[config.mk]
export PLATFORM = sky130hd
export DESIGN_NAME = rle8_masked_packet_encoder_flat
export DESIGN_NICKNAME = d
export VERILOG_FILES = /design/src/design/rle8e_pkg.sv /design/src/design/rle8e_intf.sv /design/src/design/rle8_masked_packet_encoder.sv /design/src/design/rle8e_dp.sv /design/src/design/rle8e_ctrl.sv /design/src/flat_wrapper.sv
export SDC_FILE = /design/constraint.sdc
export NUM_CORES = 2
export LEC_CHECK = 0
export BUFFER_PORTS_ARGS = -buffer_cell sky130_fd_sc_hd__buf_4
export CAP_MARGIN = 20
export CORE_AREA = 8 8 324 326
export DETAILED_ROUTE_END_ITERATION = 8
export DIE_AREA = 0 0 332 334
export GPL_ROUTABILITY_DRIVEN = 0
export PLACE_DENSITY_LB_ADDON = 0.1
export SYNTH_ARGS = -nofsm -noshare
export SYNTH_HDL_FRONTEND = slang
export SYNTH_SLANG_ARGS = --single-unit
[constraint.sdc]
create_clock -name clk -period 11.8 [get_ports clk]
set_input_delay 1.18 -clock clk [delete_from_list [all_inputs] [get_ports clk]]
set_output_delay 1.18 -clock clk [all_outputs]
set_load 0.005 [all_outputs]
[src/design/rle8e_pkg.sv]
package rle8e_pkg;

	// Field widths
	localparam int PIXEL_W    = 8;
	localparam int LEN_BYTE_W = PIXEL_W - 1;
	localparam int DIM_W      = 16;
	localparam int CFG_IDX_W  = 2;
	localparam int CFG_DATA_W = 16;
	localparam int COUNT_W    = 2;

	// Default packet window in pixels (legal range 3 to 127)
	localparam int MAX_PACKET_DEF = 127;

	// Equal pixels needed to open a run packet
	localparam int RUN_MIN = 3;

	// Index that masked pixels take, also the opaque alpha value
	localparam logic [PIXEL_W-1:0] PIX_MAX = 8'hFF;

	// Configuration register indexes
	localparam logic [CFG_IDX_W-1:0] CFG_MASK_ENABLE = 2'd0;
	localparam logic [CFG_IDX_W-1:0] CFG_ROW_WIDTH   = 2'd1;
	localparam logic [CFG_IDX_W-1:0] CFG_ROW_COUNT   = 2'd2;

	// byte_count codes
	localparam logic [COUNT_W-1:0] BC_ONE = 2'd1;
	localparam logic [COUNT_W-1:0] BC_TWO = 2'd2;

	typedef enum logic [2:0] {
		ST_IDLE,
		ST_RUN_A,
		ST_LIT_PRE,
		ST_LIT,
		ST_RUN_C
	} ctrl_state_t;

	// Source of the result loaded into the output register
	typedef enum logic [1:0] {
		SRC_RUN_A,
		SRC_RUN_C,
		SRC_LIT
	} src_t;

	typedef struct packed {
		logic accept;    // pixel transaction taken this cycle
		logic lit_init;  // prime the literal read ports
		logic load;      // load the output register
		src_t src;
	} cmd_t;

	typedef struct packed {
		logic a_emit;    // incoming pixel closes the current run packet
		logic lit_emit;  // incoming pixel causes a literal packet
		logic c_emit;    // incoming pixel flushes a run packet at the end
		logic pend_lit;  // captured: literal packet pending
		logic pend_c;    // captured: closing run packet pending
		logic out_free;  // output register can take a result
		logic lit_last;  // current literal result ends its packet
	} status_t;

endpackage

[src/design/rle8e_intf.sv]
interface rle8e_pixel_if;
	logic                             valid;
	logic                             ready;
	logic [rle8e_pkg::PIXEL_W-1:0]    pixel_index;
	logic [rle8e_pkg::PIXEL_W-1:0]    pixel_alpha;

	modport source (output valid, pixel_index, pixel_alpha, input ready);
	modport sink (input valid, pixel_index, pixel_alpha, output ready);
endinterface

interface rle8e_result_if;
	logic                             valid;
	logic                             ready;
	logic [rle8e_pkg::PIXEL_W-1:0]    first_byte;
	logic [rle8e_pkg::PIXEL_W-1:0]    second_byte;
	logic [rle8e_pkg::COUNT_W-1:0]    byte_count;
	logic                             packet_end;
	logic                             image_end;

	modport source (output valid, first_byte, second_byte, byte_count, packet_end, image_end,
		input ready);
	modport sink (input valid, first_byte, second_byte, byte_count, packet_end, image_end,
		output ready);
endinterface

interface rle8e_cfg_if;
	logic                             valid;
	logic                             ready;
	logic [rle8e_pkg::CFG_IDX_W-1:0]  index;
	logic [rle8e_pkg::CFG_DATA_W-1:0] data;

	modport source (output valid, index, data, input ready);
	modport sink (input valid, index, data, output ready);
endinterface

[src/design/rle8_masked_packet_encoder.sv]
// Run-length encoder for 8-bit palette pixels, packets of at most MAX_PACKET pixels.
// pixel:  one pixel transaction per raster position (pixel_index, pixel_alpha).
// result: up to two packet bytes per transaction; packet_end marks the last
//         transaction of a packet, image_end the last one of the image.
// cfg:    register writes (0 mask_enable, 1 row_width, 2 row_count), always ready;
//         write only while no pixel is in flight.
// A pixel that closes no packet leaves the encoder ready for the next pixel. A pixel
//   that closes packets holds the next pixel off until every result it causes is
//   loaded, and the literal store read ports are primed before a literal packet among
//   them is read out; a literal packet of n pixels gives (n + 2) / 2 results, one per
//   cycle from the store's two read ports while the receiver takes them.
// The output register holds the last result, so the next pixel is taken while it
// waits. When the receiver stalls, the result holds and the encoder waits.
// Reset clears the packet state, the row and column counters and the registers
// (masking off, one pixel per row, one row); no result is pending after reset.
module rle8_masked_packet_encoder #(
	parameter int MAX_PACKET = rle8e_pkg::MAX_PACKET_DEF
) (
	input logic      clk,
	input logic      arst_n,
	rle8e_pixel_if.sink    pixel,
	rle8e_result_if.source result,
	rle8e_cfg_if.sink      cfg
);

	rle8e_pkg::cmd_t    cmd;
	rle8e_pkg::status_t st;

	assign cfg.ready = 1'b1;

	rle8e_ctrl u_ctrl (
		.clk      (clk),
		.arst_n   (arst_n),
		.in_valid (pixel.valid),
		.in_ready (pixel.ready),
		.st       (st),
		.cmd      (cmd)
	);

	rle8e_dp #(
		.MAX_PACKET (MAX_PACKET)
	) u_dp (
		.clk         (clk),
		.arst_n      (arst_n),
		.cmd         (cmd),
		.st          (st),
		.pixel_index (pixel.pixel_index),
		.pixel_alpha (pixel.pixel_alpha),
		.cfg_we      (cfg.valid),
		.cfg_index   (cfg.index),
		.cfg_data    (cfg.data),
		.res_valid   (result.valid),
		.res_ready   (result.ready),
		.first_byte  (result.first_byte),
		.second_byte (result.second_byte),
		.byte_count  (result.byte_count),
		.packet_end  (result.packet_end),
		.image_end   (result.image_end)
	);

endmodule

[src/design/rle8e_dp.sv]
module rle8e_dp #(
	parameter int MAX_PACKET = rle8e_pkg::MAX_PACKET_DEF
) (
	input  logic                              clk,
	input  logic                              arst_n,
	input  rle8e_pkg::cmd_t                   cmd,
	output rle8e_pkg::status_t                st,
	input  logic [rle8e_pkg::PIXEL_W-1:0]     pixel_index,
	input  logic [rle8e_pkg::PIXEL_W-1:0]     pixel_alpha,
	input  logic                              cfg_we,
	input  logic [rle8e_pkg::CFG_IDX_W-1:0]   cfg_index,
	input  logic [rle8e_pkg::CFG_DATA_W-1:0]  cfg_data,
	output logic                              res_valid,
	input  logic                              res_ready,
	output logic [rle8e_pkg::PIXEL_W-1:0]     first_byte,
	output logic [rle8e_pkg::PIXEL_W-1:0]     second_byte,
	output logic [rle8e_pkg::COUNT_W-1:0]     byte_count,
	output logic                              packet_end,
	output logic                              image_end
);

	localparam int LEN_W  = $clog2(MAX_PACKET + 1);
	localparam int ADDR_W = $clog2(MAX_PACKET);
	localparam int DEPTH  = MAX_PACKET;
	localparam int PW     = rle8e_pkg::PIXEL_W;
	localparam int DW     = rle8e_pkg::DIM_W;
	localparam logic [LEN_W-1:0] RUN_MIN_L = LEN_W'(rle8e_pkg::RUN_MIN);
	localparam logic [LEN_W-1:0] POS_MAX   = LEN_W'(MAX_PACKET);
	localparam logic [LEN_W:0]   DEPTH_L   = (LEN_W+1)'(DEPTH);

	// Configuration registers
	logic          mask_q;
	logic [DW-1:0] row_width_q;
	logic [DW-1:0] row_count_q;

	// Packet and raster state
	logic [PW-1:0]    run_val_q;
	logic [LEN_W-1:0] run_len_q;
	logic [LEN_W-1:0] lit_len_q;
	logic [LEN_W-1:0] pos_q;
	logic [DW-1:0]    col_q;
	logic [DW-1:0]    row_q;

	// Captured packet descriptors
	logic [LEN_W-1:0] a_len_q;
	logic [PW-1:0]    a_val_q;
	logic [LEN_W-1:0] c_len_q;
	logic [PW-1:0]    c_val_q;
	logic             c_img_q;
	logic [LEN_W-1:0] lit_count_q;
	logic             lit_img_q;
	logic             pend_lit_q;
	logic             pend_c_q;

	// Literal readout
	logic [LEN_W-1:0]  bi_q;
	logic [PW-1:0]     rd_a_q;
	logic [PW-1:0]     rd_b_q;
	logic [PW-1:0]     store_mem [DEPTH];

	// Output register
	logic                           out_valid_q;
	logic [PW-1:0]                  first_q;
	logic [PW-1:0]                  second_q;
	logic [rle8e_pkg::COUNT_W-1:0]  count_q;
	logic                           pend_q;
	logic                           img_q;

	// Step logic
	logic [PW-1:0]    eff;
	logic             run_mode;
	logic             run_mode1;
	logic             a_emit;
	logic [LEN_W-1:0] rl0, ll0, pp0;
	logic [PW-1:0]    rv0;
	logic [LEN_W-1:0] rl1, ll1, pp1;
	logic [PW-1:0]    rv1;
	logic [LEN_W-1:0] ll_inc;
	logic [LEN_W-1:0] rl_lit;
	logic             trig;
	logic             b_emit;
	logic [LEN_W-1:0] b_count;
	logic [DW:0]      col_next;
	logic [DW:0]      row_next;
	logic             row_end;
	logic             img_end;
	logic             flush;
	logic             c_run;
	logic             c_lit;

	logic              we;
	logic [ADDR_W-1:0] waddr;
	logic              lit_adv;
	logic [LEN_W:0]    bi_plus1;
	logic [LEN_W:0]    bi_plus2;
	logic              re_a;
	logic              re_b;
	logic [ADDR_W-1:0] addr_a;
	logic [ADDR_W-1:0] addr_b;
	logic              lit_last;
	logic              lit_two;
	logic              out_free;

	logic [PW-1:0]                 nx_first;
	logic [PW-1:0]                 nx_second;
	logic [rle8e_pkg::COUNT_W-1:0] nx_count;
	logic                          nx_pend;
	logic                          nx_img;

	// Configuration writes; unknown indexes are dropped
	always_ff @(posedge clk or negedge arst_n) begin
		if (!arst_n) begin
			mask_q      <= 1'b0;
			row_width_q <= DW'(1);
			row_count_q <= DW'(1);
		end else if (cfg_we) begin
			unique case (cfg_index)
				rle8e_pkg::CFG_MASK_ENABLE: mask_q      <= cfg_data[0];
				rle8e_pkg::CFG_ROW_WIDTH:   row_width_q <= cfg_data[DW-1:0];
				rle8e_pkg::CFG_ROW_COUNT:   row_count_q <= cfg_data[DW-1:0];
				default: ;
			endcase
		end
	end

	// Per-pixel packet decision
	always_comb begin
		eff = (mask_q && pixel_alpha != rle8e_pkg::PIX_MAX) ? rle8e_pkg::PIX_MAX : pixel_index;
		run_mode = run_len_q >= RUN_MIN_L;
		a_emit   = run_mode && (eff != run_val_q);

		// a run broken by this pixel closes and a new packet opens
		rl0 = a_emit ? '0 : run_len_q;
		rv0 = a_emit ? '0 : run_val_q;
		ll0 = a_emit ? '0 : lit_len_q;
		pp0 = a_emit ? '0 : pos_q;
		run_mode1 = run_mode && !a_emit;

		ll_inc  = ll0 + LEN_W'(1);
		rl_lit  = (rl0 != '0 && eff == rv0) ? rl0 + LEN_W'(1) : LEN_W'(1);
		trig    = !run_mode1 && (rl_lit >= RUN_MIN_L);
		b_emit  = trig && (ll_inc > RUN_MIN_L);
		b_count = ll_inc - RUN_MIN_L;

		if (run_mode1) begin
			rl1 = rl0 + LEN_W'(1);
			rv1 = rv0;
			ll1 = ll0;
			pp1 = pp0 + LEN_W'(1);
		end else begin
			rl1 = rl_lit;
			rv1 = (rl0 != '0 && eff == rv0) ? rv0 : eff;
			ll1 = trig ? '0 : ll_inc;
			pp1 = trig ? RUN_MIN_L : pp0 + LEN_W'(1);
		end

		col_next = {1'b0, col_q} + (DW+1)'(1);
		row_next = {1'b0, row_q} + (DW+1)'(1);
		row_end  = col_next >= {1'b0, row_width_q};
		img_end  = row_end && (row_next >= {1'b0, row_count_q});

		flush = row_end || (pp1 >= POS_MAX);
		c_run = flush && (rl1 >= RUN_MIN_L);
		c_lit = flush && (rl1 < RUN_MIN_L);

		we    = cmd.accept && !run_mode1;
		waddr = ll0[ADDR_W-1:0];
	end

	// Packet and raster state update
	always_ff @(posedge clk or negedge arst_n) begin
		if (!arst_n) begin
			run_val_q  <= '0;
			run_len_q  <= '0;
			lit_len_q  <= '0;
			pos_q      <= '0;
			col_q      <= '0;
			row_q      <= '0;
			pend_lit_q <= 1'b0;
			pend_c_q   <= 1'b0;
		end else if (cmd.accept) begin
			if (flush) begin
				run_val_q <= '0;
				run_len_q <= '0;
				lit_len_q <= '0;
				pos_q     <= '0;
			end else begin
				run_val_q <= rv1;
				run_len_q <= rl1;
				lit_len_q <= ll1;
				pos_q     <= pp1;
			end
			if (row_end) begin
				col_q <= '0;
				row_q <= img_end ? '0 : row_next[DW-1:0];
			end else begin
				col_q <= col_next[DW-1:0];
			end
			pend_lit_q <= b_emit || c_lit;
			pend_c_q   <= c_run;
		end
	end

	// Descriptors of the packets this pixel releases
	always_ff @(posedge clk) begin
		if (cmd.accept) begin
			a_len_q     <= run_len_q;
			a_val_q     <= run_val_q;
			c_len_q     <= rl1;
			c_val_q     <= rv1;
			c_img_q     <= img_end;
			lit_count_q <= b_emit ? b_count : ll1;
			lit_img_q   <= c_lit && img_end;
		end
	end

	// Literal readout addressing, two store entries per result
	always_comb begin
		bi_plus1 = {1'b0, bi_q} + (LEN_W+1)'(1);
		bi_plus2 = {1'b0, bi_q} + (LEN_W+1)'(2);
		lit_last = bi_plus1 >= {1'b0, lit_count_q};
		lit_two  = bi_q < lit_count_q;
		lit_adv  = cmd.load && (cmd.src == rle8e_pkg::SRC_LIT) && !lit_last;
		re_a     = lit_adv;
		addr_a   = bi_plus1[ADDR_W-1:0];
		re_b     = cmd.lit_init || (lit_adv && bi_plus2 < DEPTH_L);
		addr_b   = cmd.lit_init ? '0 : bi_plus2[ADDR_W-1:0];
	end

	always_ff @(posedge clk or negedge arst_n) begin
		if (!arst_n) begin
			bi_q <= '0;
		end else if (cmd.lit_init) begin
			bi_q <= '0;
		end else if (lit_adv) begin
			bi_q <= bi_plus2[LEN_W-1:0];
		end
	end

	// Literal store: one write port, two registered read ports
	always_ff @(posedge clk) begin
		if (we) begin
			store_mem[waddr] <= eff;
		end
		if (re_a) begin
			rd_a_q <= store_mem[addr_a];
		end
		if (re_b) begin
			rd_b_q <= store_mem[addr_b];
		end
	end

	// Result selection
	always_comb begin
		nx_first  = '0;
		nx_second = '0;
		nx_count  = rle8e_pkg::BC_TWO;
		nx_pend   = 1'b1;
		nx_img    = 1'b0;
		unique case (cmd.src)
			rle8e_pkg::SRC_RUN_A: begin
				nx_first  = {1'b0, rle8e_pkg::LEN_BYTE_W'(a_len_q)};
				nx_second = a_val_q;
			end
			rle8e_pkg::SRC_RUN_C: begin
				nx_first  = {1'b0, rle8e_pkg::LEN_BYTE_W'(c_len_q)};
				nx_second = c_val_q;
				nx_img    = c_img_q;
			end
			rle8e_pkg::SRC_LIT: begin
				nx_first  = (bi_q == '0) ? {1'b1, rle8e_pkg::LEN_BYTE_W'(lit_count_q)} : rd_a_q;
				nx_second = lit_two ? rd_b_q : '0;
				nx_count  = lit_two ? rle8e_pkg::BC_TWO : rle8e_pkg::BC_ONE;
				nx_pend   = lit_last;
				nx_img    = lit_last && lit_img_q;
			end
			default: begin
				nx_count = rle8e_pkg::BC_ONE;
				nx_pend  = 1'b0;
			end
		endcase
	end

	// Output register
	assign out_free = !out_valid_q || res_ready;

	always_ff @(posedge clk or negedge arst_n) begin
		if (!arst_n) begin
			out_valid_q <= 1'b0;
		end else if (cmd.load) begin
			out_valid_q <= 1'b1;
		end else if (res_ready) begin
			out_valid_q <= 1'b0;
		end
	end

	always_ff @(posedge clk) begin
		if (cmd.load) begin
			first_q  <= nx_first;
			second_q <= nx_second;
			count_q  <= nx_count;
			pend_q   <= nx_pend;
			img_q    <= nx_img;
		end
	end

	assign res_valid   = out_valid_q;
	assign first_byte  = first_q;
	assign second_byte = second_q;
	assign byte_count  = count_q;
	assign packet_end  = pend_q;
	assign image_end   = img_q;

	// Status to the controller
	always_comb begin
		st.a_emit   = a_emit;
		st.lit_emit = b_emit || c_lit;
		st.c_emit   = c_run;
		st.pend_lit = pend_lit_q;
		st.pend_c   = pend_c_q;
		st.out_free = out_free;
		st.lit_last = lit_last;
	end

	// Checks
	a_load_free: assert property (@(posedge clk) disable iff (!arst_n)
		cmd.load |-> out_free)
		else $error("result loaded over an untaken result");

	a_pos_window: assert property (@(posedge clk) disable iff (!arst_n)
		pos_q < POS_MAX)
		else $error("packet position reached the window without a flush");

	a_run_in_pkt: assert property (@(posedge clk) disable iff (!arst_n)
		run_len_q <= pos_q)
		else $error("run longer than its packet");

	a_lit_nonempty: assert property (@(posedge clk) disable iff (!arst_n)
		cmd.lit_init |-> (lit_count_q != '0))
		else $error("empty literal packet started");

endmodule

[src/design/rle8e_ctrl.sv]
module rle8e_ctrl (
	input  logic               clk,
	input  logic               arst_n,
	input  logic               in_valid,
	output logic               in_ready,
	input  rle8e_pkg::status_t st,
	output rle8e_pkg::cmd_t    cmd
);

	rle8e_pkg::ctrl_state_t state_q;
	rle8e_pkg::ctrl_state_t state_d;

	// State register
	always_ff @(posedge clk or negedge arst_n) begin
		if (!arst_n) begin
			state_q <= rle8e_pkg::ST_IDLE;
		end else begin
			state_q <= state_d;
		end
	end

	// Next state and commands
	always_comb begin
		state_d      = state_q;
		in_ready     = 1'b0;
		cmd.accept   = 1'b0;
		cmd.lit_init = 1'b0;
		cmd.load     = 1'b0;
		cmd.src      = rle8e_pkg::SRC_LIT;
		unique case (state_q)
			rle8e_pkg::ST_IDLE: begin
				in_ready = 1'b1;
				if (in_valid) begin
					cmd.accept = 1'b1;
					if (st.a_emit) begin
						state_d = rle8e_pkg::ST_RUN_A;
					end else if (st.lit_emit) begin
						state_d = rle8e_pkg::ST_LIT_PRE;
					end else if (st.c_emit) begin
						state_d = rle8e_pkg::ST_RUN_C;
					end
				end
			end
			rle8e_pkg::ST_RUN_A: begin
				cmd.src = rle8e_pkg::SRC_RUN_A;
				if (st.out_free) begin
					cmd.load = 1'b1;
					if (st.pend_lit) begin
						state_d = rle8e_pkg::ST_LIT_PRE;
					end else if (st.pend_c) begin
						state_d = rle8e_pkg::ST_RUN_C;
					end else begin
						state_d = rle8e_pkg::ST_IDLE;
					end
				end
			end
			rle8e_pkg::ST_LIT_PRE: begin
				cmd.lit_init = 1'b1;
				state_d      = rle8e_pkg::ST_LIT;
			end
			rle8e_pkg::ST_LIT: begin
				cmd.src = rle8e_pkg::SRC_LIT;
				if (st.out_free) begin
					cmd.load = 1'b1;
					if (st.lit_last) begin
						state_d = st.pend_c ? rle8e_pkg::ST_RUN_C : rle8e_pkg::ST_IDLE;
					end
				end
			end
			rle8e_pkg::ST_RUN_C: begin
				cmd.src = rle8e_pkg::SRC_RUN_C;
				if (st.out_free) begin
					cmd.load = 1'b1;
					state_d  = rle8e_pkg::ST_IDLE;
				end
			end
			default: begin
				state_d = rle8e_pkg::ST_IDLE;
			end
		endcase
	end

endmodule
[src/flat_wrapper.sv]
// flat-port wrapper written by rule: the top's interface ports become plain ports
module rle8_masked_packet_encoder_flat 
#(
	parameter int MAX_PACKET = rle8e_pkg::MAX_PACKET_DEF
)
  (clk, arst_n, pixel_valid, pixel_pixel_index, pixel_pixel_alpha, pixel_ready, result_valid, result_first_byte, result_second_byte, result_byte_count, result_packet_end, result_image_end, result_ready, cfg_valid, cfg_index, cfg_data, cfg_ready);
  rle8e_pixel_if pixel_i ();
  rle8e_result_if result_i ();
  rle8e_cfg_if cfg_i ();
  input logic clk;
  input logic arst_n;
  input wire logic [$bits(pixel_i.valid)-1:0] pixel_valid;
  input wire logic [$bits(pixel_i.pixel_index)-1:0] pixel_pixel_index;
  input wire logic [$bits(pixel_i.pixel_alpha)-1:0] pixel_pixel_alpha;
  output wire logic [$bits(pixel_i.ready)-1:0] pixel_ready;
  output wire logic [$bits(result_i.valid)-1:0] result_valid;
  output wire logic [$bits(result_i.first_byte)-1:0] result_first_byte;
  output wire logic [$bits(result_i.second_byte)-1:0] result_second_byte;
  output wire logic [$bits(result_i.byte_count)-1:0] result_byte_count;
  output wire logic [$bits(result_i.packet_end)-1:0] result_packet_end;
  output wire logic [$bits(result_i.image_end)-1:0] result_image_end;
  input wire logic [$bits(result_i.ready)-1:0] result_ready;
  input wire logic [$bits(cfg_i.valid)-1:0] cfg_valid;
  input wire logic [$bits(cfg_i.index)-1:0] cfg_index;
  input wire logic [$bits(cfg_i.data)-1:0] cfg_data;
  output wire logic [$bits(cfg_i.ready)-1:0] cfg_ready;
  assign pixel_i.valid = pixel_valid;
  assign pixel_i.pixel_index = pixel_pixel_index;
  assign pixel_i.pixel_alpha = pixel_pixel_alpha;
  assign pixel_ready = pixel_i.ready;
  assign result_valid = result_i.valid;
  assign result_first_byte = result_i.first_byte;
  assign result_second_byte = result_i.second_byte;
  assign result_byte_count = result_i.byte_count;
  assign result_packet_end = result_i.packet_end;
  assign result_image_end = result_i.image_end;
  assign result_i.ready = result_ready;
  assign cfg_i.valid = cfg_valid;
  assign cfg_i.index = cfg_index;
  assign cfg_i.data = cfg_data;
  assign cfg_ready = cfg_i.ready;
  rle8_masked_packet_encoder #(.MAX_PACKET(MAX_PACKET)) u_core (.clk(clk), .arst_n(arst_n), .pixel(pixel_i), .result(result_i), .cfg(cfg_i));
endmodule
# Yosys cells after proc, flatten, opt, wreduce, memory -nomap -nowiden
# Memories as Yosys holds them, arrays and structs flattened. A register that Yosys moved wholly into a read port is not among the register bits.
# Index checks and enable logic that the tools add are counted.
# totals
register_bits	166
ram_bits	1016
in_bits	39
output_inout_bits	23
elab_cells	151
n_memories	1
# memory_table
name	depth	width	rd	rd_clocked_by_memory_dff	write_ports	line_no	text
u_core.u_dp.store_mem	127	8	2	2	1	rle8e_dp.sv:59	logic [PW-1:0] store_mem [DEPTH];
# op_classes
addsub	8
magnitude_cmp	11
n_eq_ne	17
mux	52
reduce_logical	36
# op_table
operator	n
$mux 7	16
$mux 8	7
$pmux 8 s3	2
$add 16x1->17 const B	2
$ge 17x16->1	2
$mux 16	2
$mux 3	10
$add 7x1->7 const B	3
$ge 7x2->1 const B	3
$logic_and 1x1->1	15
$pmux 3 s5	1
$ne 2x2->1 const B	5
$mux 1	9
$pmux 3 s3	1
$add 7x1->8 const B	1
$add 7x2->8 const B	1
$eq 8x8->1	1
$ge 8x7->1	1
$lt 8x7->1 const B	1
$ne 8x8->1	1
$ne 8x8->1 const B	1
$reduce_and 2->1	4
$ge 7x7->1 const B	1
$gt 7x2->1 const B	1
21 further kinds	33

# Depth between registers and ports, before layout
# depth
depth_word	21
mapped_depth	21
ltp_nobuf	17

# By module
# Synthesis repeated with hierarchy kept, for this count alone.
# unflattened
hier_cells	3912
hier_area_um2	59170.5
# modules_own_cells
mod	n_inst	cells_per_inst	area_per_inst_um2	seq_area_each_um2
rle8e_dp	1	3877	58879.0	35366.4
rle8e_ctrl	1	33	280.3	75.1
rle8_masked_packet_encoder	1	2	11.3	0.0

# Worst setup path after synthesis
# No wires, ideal clock.
# synth_path
path_type	in2reg
startpoint	in pixel_pixel_index[1]
endpoint	reg u_core.u_ctrl.state_q[1]
arrival_ps	4814
slack_ps	6900
cell_stages	20
n_path_buf	3
path_cell_list	and2b_1 a2111oi_2 and3_1 o21ai_2 buf_4 nand2_1 clkbuf_1 nand2_1 inv_1 ha_1 and2_1 clkbuf_1 nand2_1 a21oi_1 o211ai_1 o311a_1 a21oi_1 a211oi_1 or4_1 a32oi_1
# synth_via
elab_chain_len	19
elab_cells_between_ends	37
classes_between	add/sub (3); order compare (5); eq/ne (3); mux (13); reduce/logical (13)
# synth_rtl
element	line_no	text
from (decl)	flat_wrapper.sv:13	input wire logic [$bits(pixel_i.pixel_index)-1:0] pixel_pixel_index;
$mux 8 *	rle8e_dp.sv:128	eff = (mask_q && pixel_alpha != rle8e_pkg::PIX_MAX) ? rle8e_pkg::PIX_MAX : pixel_index;
branches (longest 18 deep; another with $add 7x1->7)	n/a	
to (signal assigned)	rle8e_ctrl.sv:16	state_q <= rle8e_pkg::ST_IDLE;
to (signal assigned)	rle8e_ctrl.sv:18	state_q <= state_d;
to (decl)	rle8e_ctrl.sv:10	rle8e_pkg::ctrl_state_t state_q;
# Mark *: on every way between the ends. The select of a mux whose other input is x is not followed.
# A chain may end at the register's enable or synchronous reset.

# Worst setup path after layout
# layout_path
startpoint	reg u_core.u_dp.bi_q[0]
endpoint	reg u_core.u_dp.rd_b_q[2], read port of u_core.u_dp.store_mem (enable)
# layout_via
elab_chain_len	6
elab_cells_between_ends	9
classes_between	add/sub (2); order compare (2); mux (1); reduce/logical (4)
# layout_rtl
element	line_no	text
from (decl)	rle8e_dp.sv:56	logic [LEN_W-1:0] bi_q;
from (signal assigned)	rle8e_dp.sv:236	bi_q <= bi_plus2[LEN_W-1:0];
$add 7x1->8	rle8e_dp.sv:219	bi_plus1 = {1'b0, bi_q} + (LEN_W+1)'(1);
$ge 8x7->1	rle8e_dp.sv:221	lit_last = bi_plus1 >= {1'b0, lit_count_q};
$logic_not 1->1	rle8e_dp.sv:223	lit_adv = cmd.load && (cmd.src == rle8e_pkg::SRC_LIT) && !lit_last;
$logic_and 1x1->1	rle8e_dp.sv:223	
$logic_and 1x1->1 *	rle8e_dp.sv:226	re_b = cmd.lit_init || (lit_adv && bi_plus2 < DEPTH_L);
$logic_or 1x1->1 *	rle8e_dp.sv:226	
named net u_core.u_dp.re_b	rle8e_dp.sv:97	logic re_b;
to (decl)	rle8e_dp.sv:58	logic [PW-1:0] rd_b_q;
# The timed path passes the listed nets; every way through them passes the cells marked *.

==> impl_results.md <==
- Status: completed
- Crit path launch type: flip-flop
- Avg Inst Size Synth: 12.9 um^2
- Drt via density: 7.23
- Largest net degree at the start of global routing: 132
- Final instance area: 65000 um^2
- Area share of the largest cell type after synthesis: 55.0%
- Final setup fails: 0
- R2R depth: 10
- Post-layout nets: 4601
- CTS tree: done
- Compound-gate portion of the synthesized area: 11.0%
- Largest family of logic cells by synthesized area: multiplexers
- Post-Syn Area: 59500 um^2
- Final period utilization: 55.3%
- Vias in the first global route: 40368
- Antenna Nets Post-Route: 0
- CTS Root Cell: clkbuf_16
- Dpl cells: 5665
- FF-to-FF setup slack: 5280 ps
- Max-slew violations: 0
- Flops & latches, synth: 1198
- Post-synthesis mux area share: 13.3%
- Layout cells sized above 1: 14.9%
- Synthesis warning total: 0
- Post-placement cell area: 61000 um^2
- Reg2Reg Launch Point: u_core.u_dp.bi_q[0]
- Clk buf depth: 3
- Initial Utilization: 59.8%
- Post-DP HPWL: 116000 um
- Critical Path Fanout Max: 117
- Final core utilization: 65.3%
- DRC viols: 0
- Port bufs: 60
- Leakage power: 21.5 nW
- 1st-pass router iterations: 6
- Antenna violations before repair: 6
- Ys async rst share: 8.93%
- Fmax: 153 MHz
- I/O pin count: 62
- Worst vdd rail ir drop: 229 uV
- Max-Cap Viols: 0
- Setup Buffers After CTS: 0
- Finished Layout Cells: 5896
- Critical Path End Type: flip-flop
- Post-synth EDFFs: 1091
- Ys flop type: edfxtp_1
- Hold WC Path Type: input pin to async pin
- RSZ-0062 raised after global routing: false
- Layout area overhead: 9.26%
- DR vias: 42605
- PD cells: 213 nW/um^2
- PnR worst setup slack: 5280 ps
- Die area: 111000 um^2
- Normalized max-slew margin: 11.7%
- Adder-Cell Fraction of Synth Area: 1.28%
- Worst-path clk slew: 60 ps
- Initial detailed-routing violation count: 7221
- Worst EP required: 12170 ps
- Crit Path Class: flip-flop to flip-flop
- Synth area leader: edfxtp_1
- Worst Max-Slew Pin Slew: 1320 ps
- Final min period: 6520 ps
- H-tree depth: 4
- Synth Net Count: 4699
- Mapped Cells: 4599
- Rows: 116
- Cts hold-fix bufs: 0
- Total clock sinks: 1198
- Cts repair resizes: 0
- Sequential area share after synthesis: 59.5%
- XOR/XNOR share of the synthesized area: 0.824%
- Capture point of the worst reg-to-reg path: u_core.u_dp.rd_b_q[2]
- Hold slack: 324 ps
- Hold Fails Final Rpt: 0
- GR Overflow Total: 0
- Synth unique cells: 91
- Die Span Y: 334 um
- Top cells by area, synth: edfxtp_1 (55%), mux4_2 (10%), nand2_1 (4.8%), dfrtp_1 (4.4%), mux2i_1 (2.2%)
- Simple-Gate Fraction of Synth Area: 10.9%
- Setup TNS: 0 ps
- Total GRT Usage: 33.0%
- First-pass GRT wire length: 274000 um
- DP Worst Slack: 5400 ps
- Tot Pwr: 13.8 mW
- Drt wl/cell: 31.8 um
- Clk Latency, worst-skew pair: 750 ps
- Core Region: 99600 um^2
- Die W: 332 um
- WP data arrival: 6890 ps
- Worst clock skew: 34.2 ps
- Total wire length: 188000 um
- CTS Buf Count: 131
==> power breakdown <==
group          switching, mW  total (mW)  internal, mW
sequential             0.197        5.16          4.96
clock                   1.67        3.94          2.28
combinational           3.31        4.73          1.41
==> how the worst max path moves through the flow <==
stage                         startpoint                        to
floorplan           pixel_pixel_index[1]  u_core.u_ctrl.state_q[1]
finish               u_core.u_dp.bi_q[0]     u_core.u_dp.rd_b_q[2]
global placement     u_core.u_dp.bi_q[0]     u_core.u_dp.rd_b_q[1]
global route         u_core.u_dp.bi_q[0]     u_core.u_dp.rd_b_q[2]
detailed placement   u_core.u_dp.bi_q[0]     u_core.u_dp.rd_b_q[2]
CTS                  u_core.u_dp.bi_q[0]     u_core.u_dp.rd_b_q[2]
==> layer usage <==
metal / track usage (%) / wire [um] / up-vias
li1: - / - / 17714
met1: 46.1 / 70800 / 21286
met2: 49.4 / 83100 / 3090
met3: 8.25 / 24200 / 509
met4: 14.5 / 9530 / 6
met5: 0 / 44 / -
==> logic make-up after synthesis <==
| family | after synthesis |
|---|---|
| other | 1 |
| adder cells (fa/ha/maj) | 61 |
| AND/OR/NAND/NOR | 1483 |
| XOR/XNOR | 56 |
| flip-flops | 1198 |
| buffers and inverters | 450 |
| AO/OA/AOI/OAI | 905 |
| multiplexers | 445 |
==> final cells by class <==
type                       count  area (um^2)
antenna                        1         2.50
fill                        7297        34500
inverter                      82          318
timing repair buffer         137         1120
tap                         1298         1620
clock buffer                 173         3620
multi-input combinational   2951        22500
sequential                  1198        35400
clock inverter                56          425
==> synthesized netlist by cell type, drive strengths merged (33+ instances only) <==
library cell / count
buf: 149
dfrtp: 105
a21oi: 101
and2: 44
nand2: 762
inv: 80
mux4: 274
a311oi: 116
o21ai: 138
o211ai: 69
ha: 61
edfxtp: 1091
and3: 84
mux2: 40
a211oi: 113
mux2i: 131
o22ai: 72
o221ai: 36
nor2: 255
a2111oi: 33
nand3: 219
clkbuf: 219
a31oi: 58
==> flip-flops by register name (all words and copies together) (netlist names), 3 cells and up <==
register                 count
u_core.u_ctrl.state_q        3
u_core.u_dp.a_len_q          7
u_core.u_dp.a_val_q          8
u_core.u_dp.bi_q             7
u_core.u_dp.c_len_q          7
u_core.u_dp.c_val_q          8
u_core.u_dp.col_q           16
u_core.u_dp.first_byte       8
u_core.u_dp.lit_count_q      7
u_core.u_dp.lit_len_q        7
u_core.u_dp.pos_q            7
u_core.u_dp.rd_a_q           8
u_core.u_dp.rd_b_q           8
u_core.u_dp.row_count_q     16
u_core.u_dp.row_q           16
u_core.u_dp.row_width_q     16
u_core.u_dp.run_len_q        7
u_core.u_dp.run_val_q        8
u_core.u_dp.second_byte      8
u_core.u_dp.store_mem     1016
==> cells in the final DEF (no fill, tap or decap), drive strengths merged, types with 101 or more instances in the layout <==
master  synthesis  final
clkbuf        219    173
a211oi        113    113
mux4          274    274
nand3         219    219
mux2i         131    131
nor2          255    255
a311oi        116    116
buf           149    137
dfrtp         105    105
a21oi         101    101
o21ai         138    138
edfxtp       1091   1091
nand2         762    762
==> critical path, cell delays in order (launching register included) <==
cell     delay, ps
dfrtp_4        840
buf_12         680
buf_12         490
nand4_1        260
xor2_2         900
inv_1          700
ha_1           480
o21a_1         100
o21ai_1        380
nand3_1        220
o21ai_0        840
No activity file was read; power rests on OpenSTA's default activity.
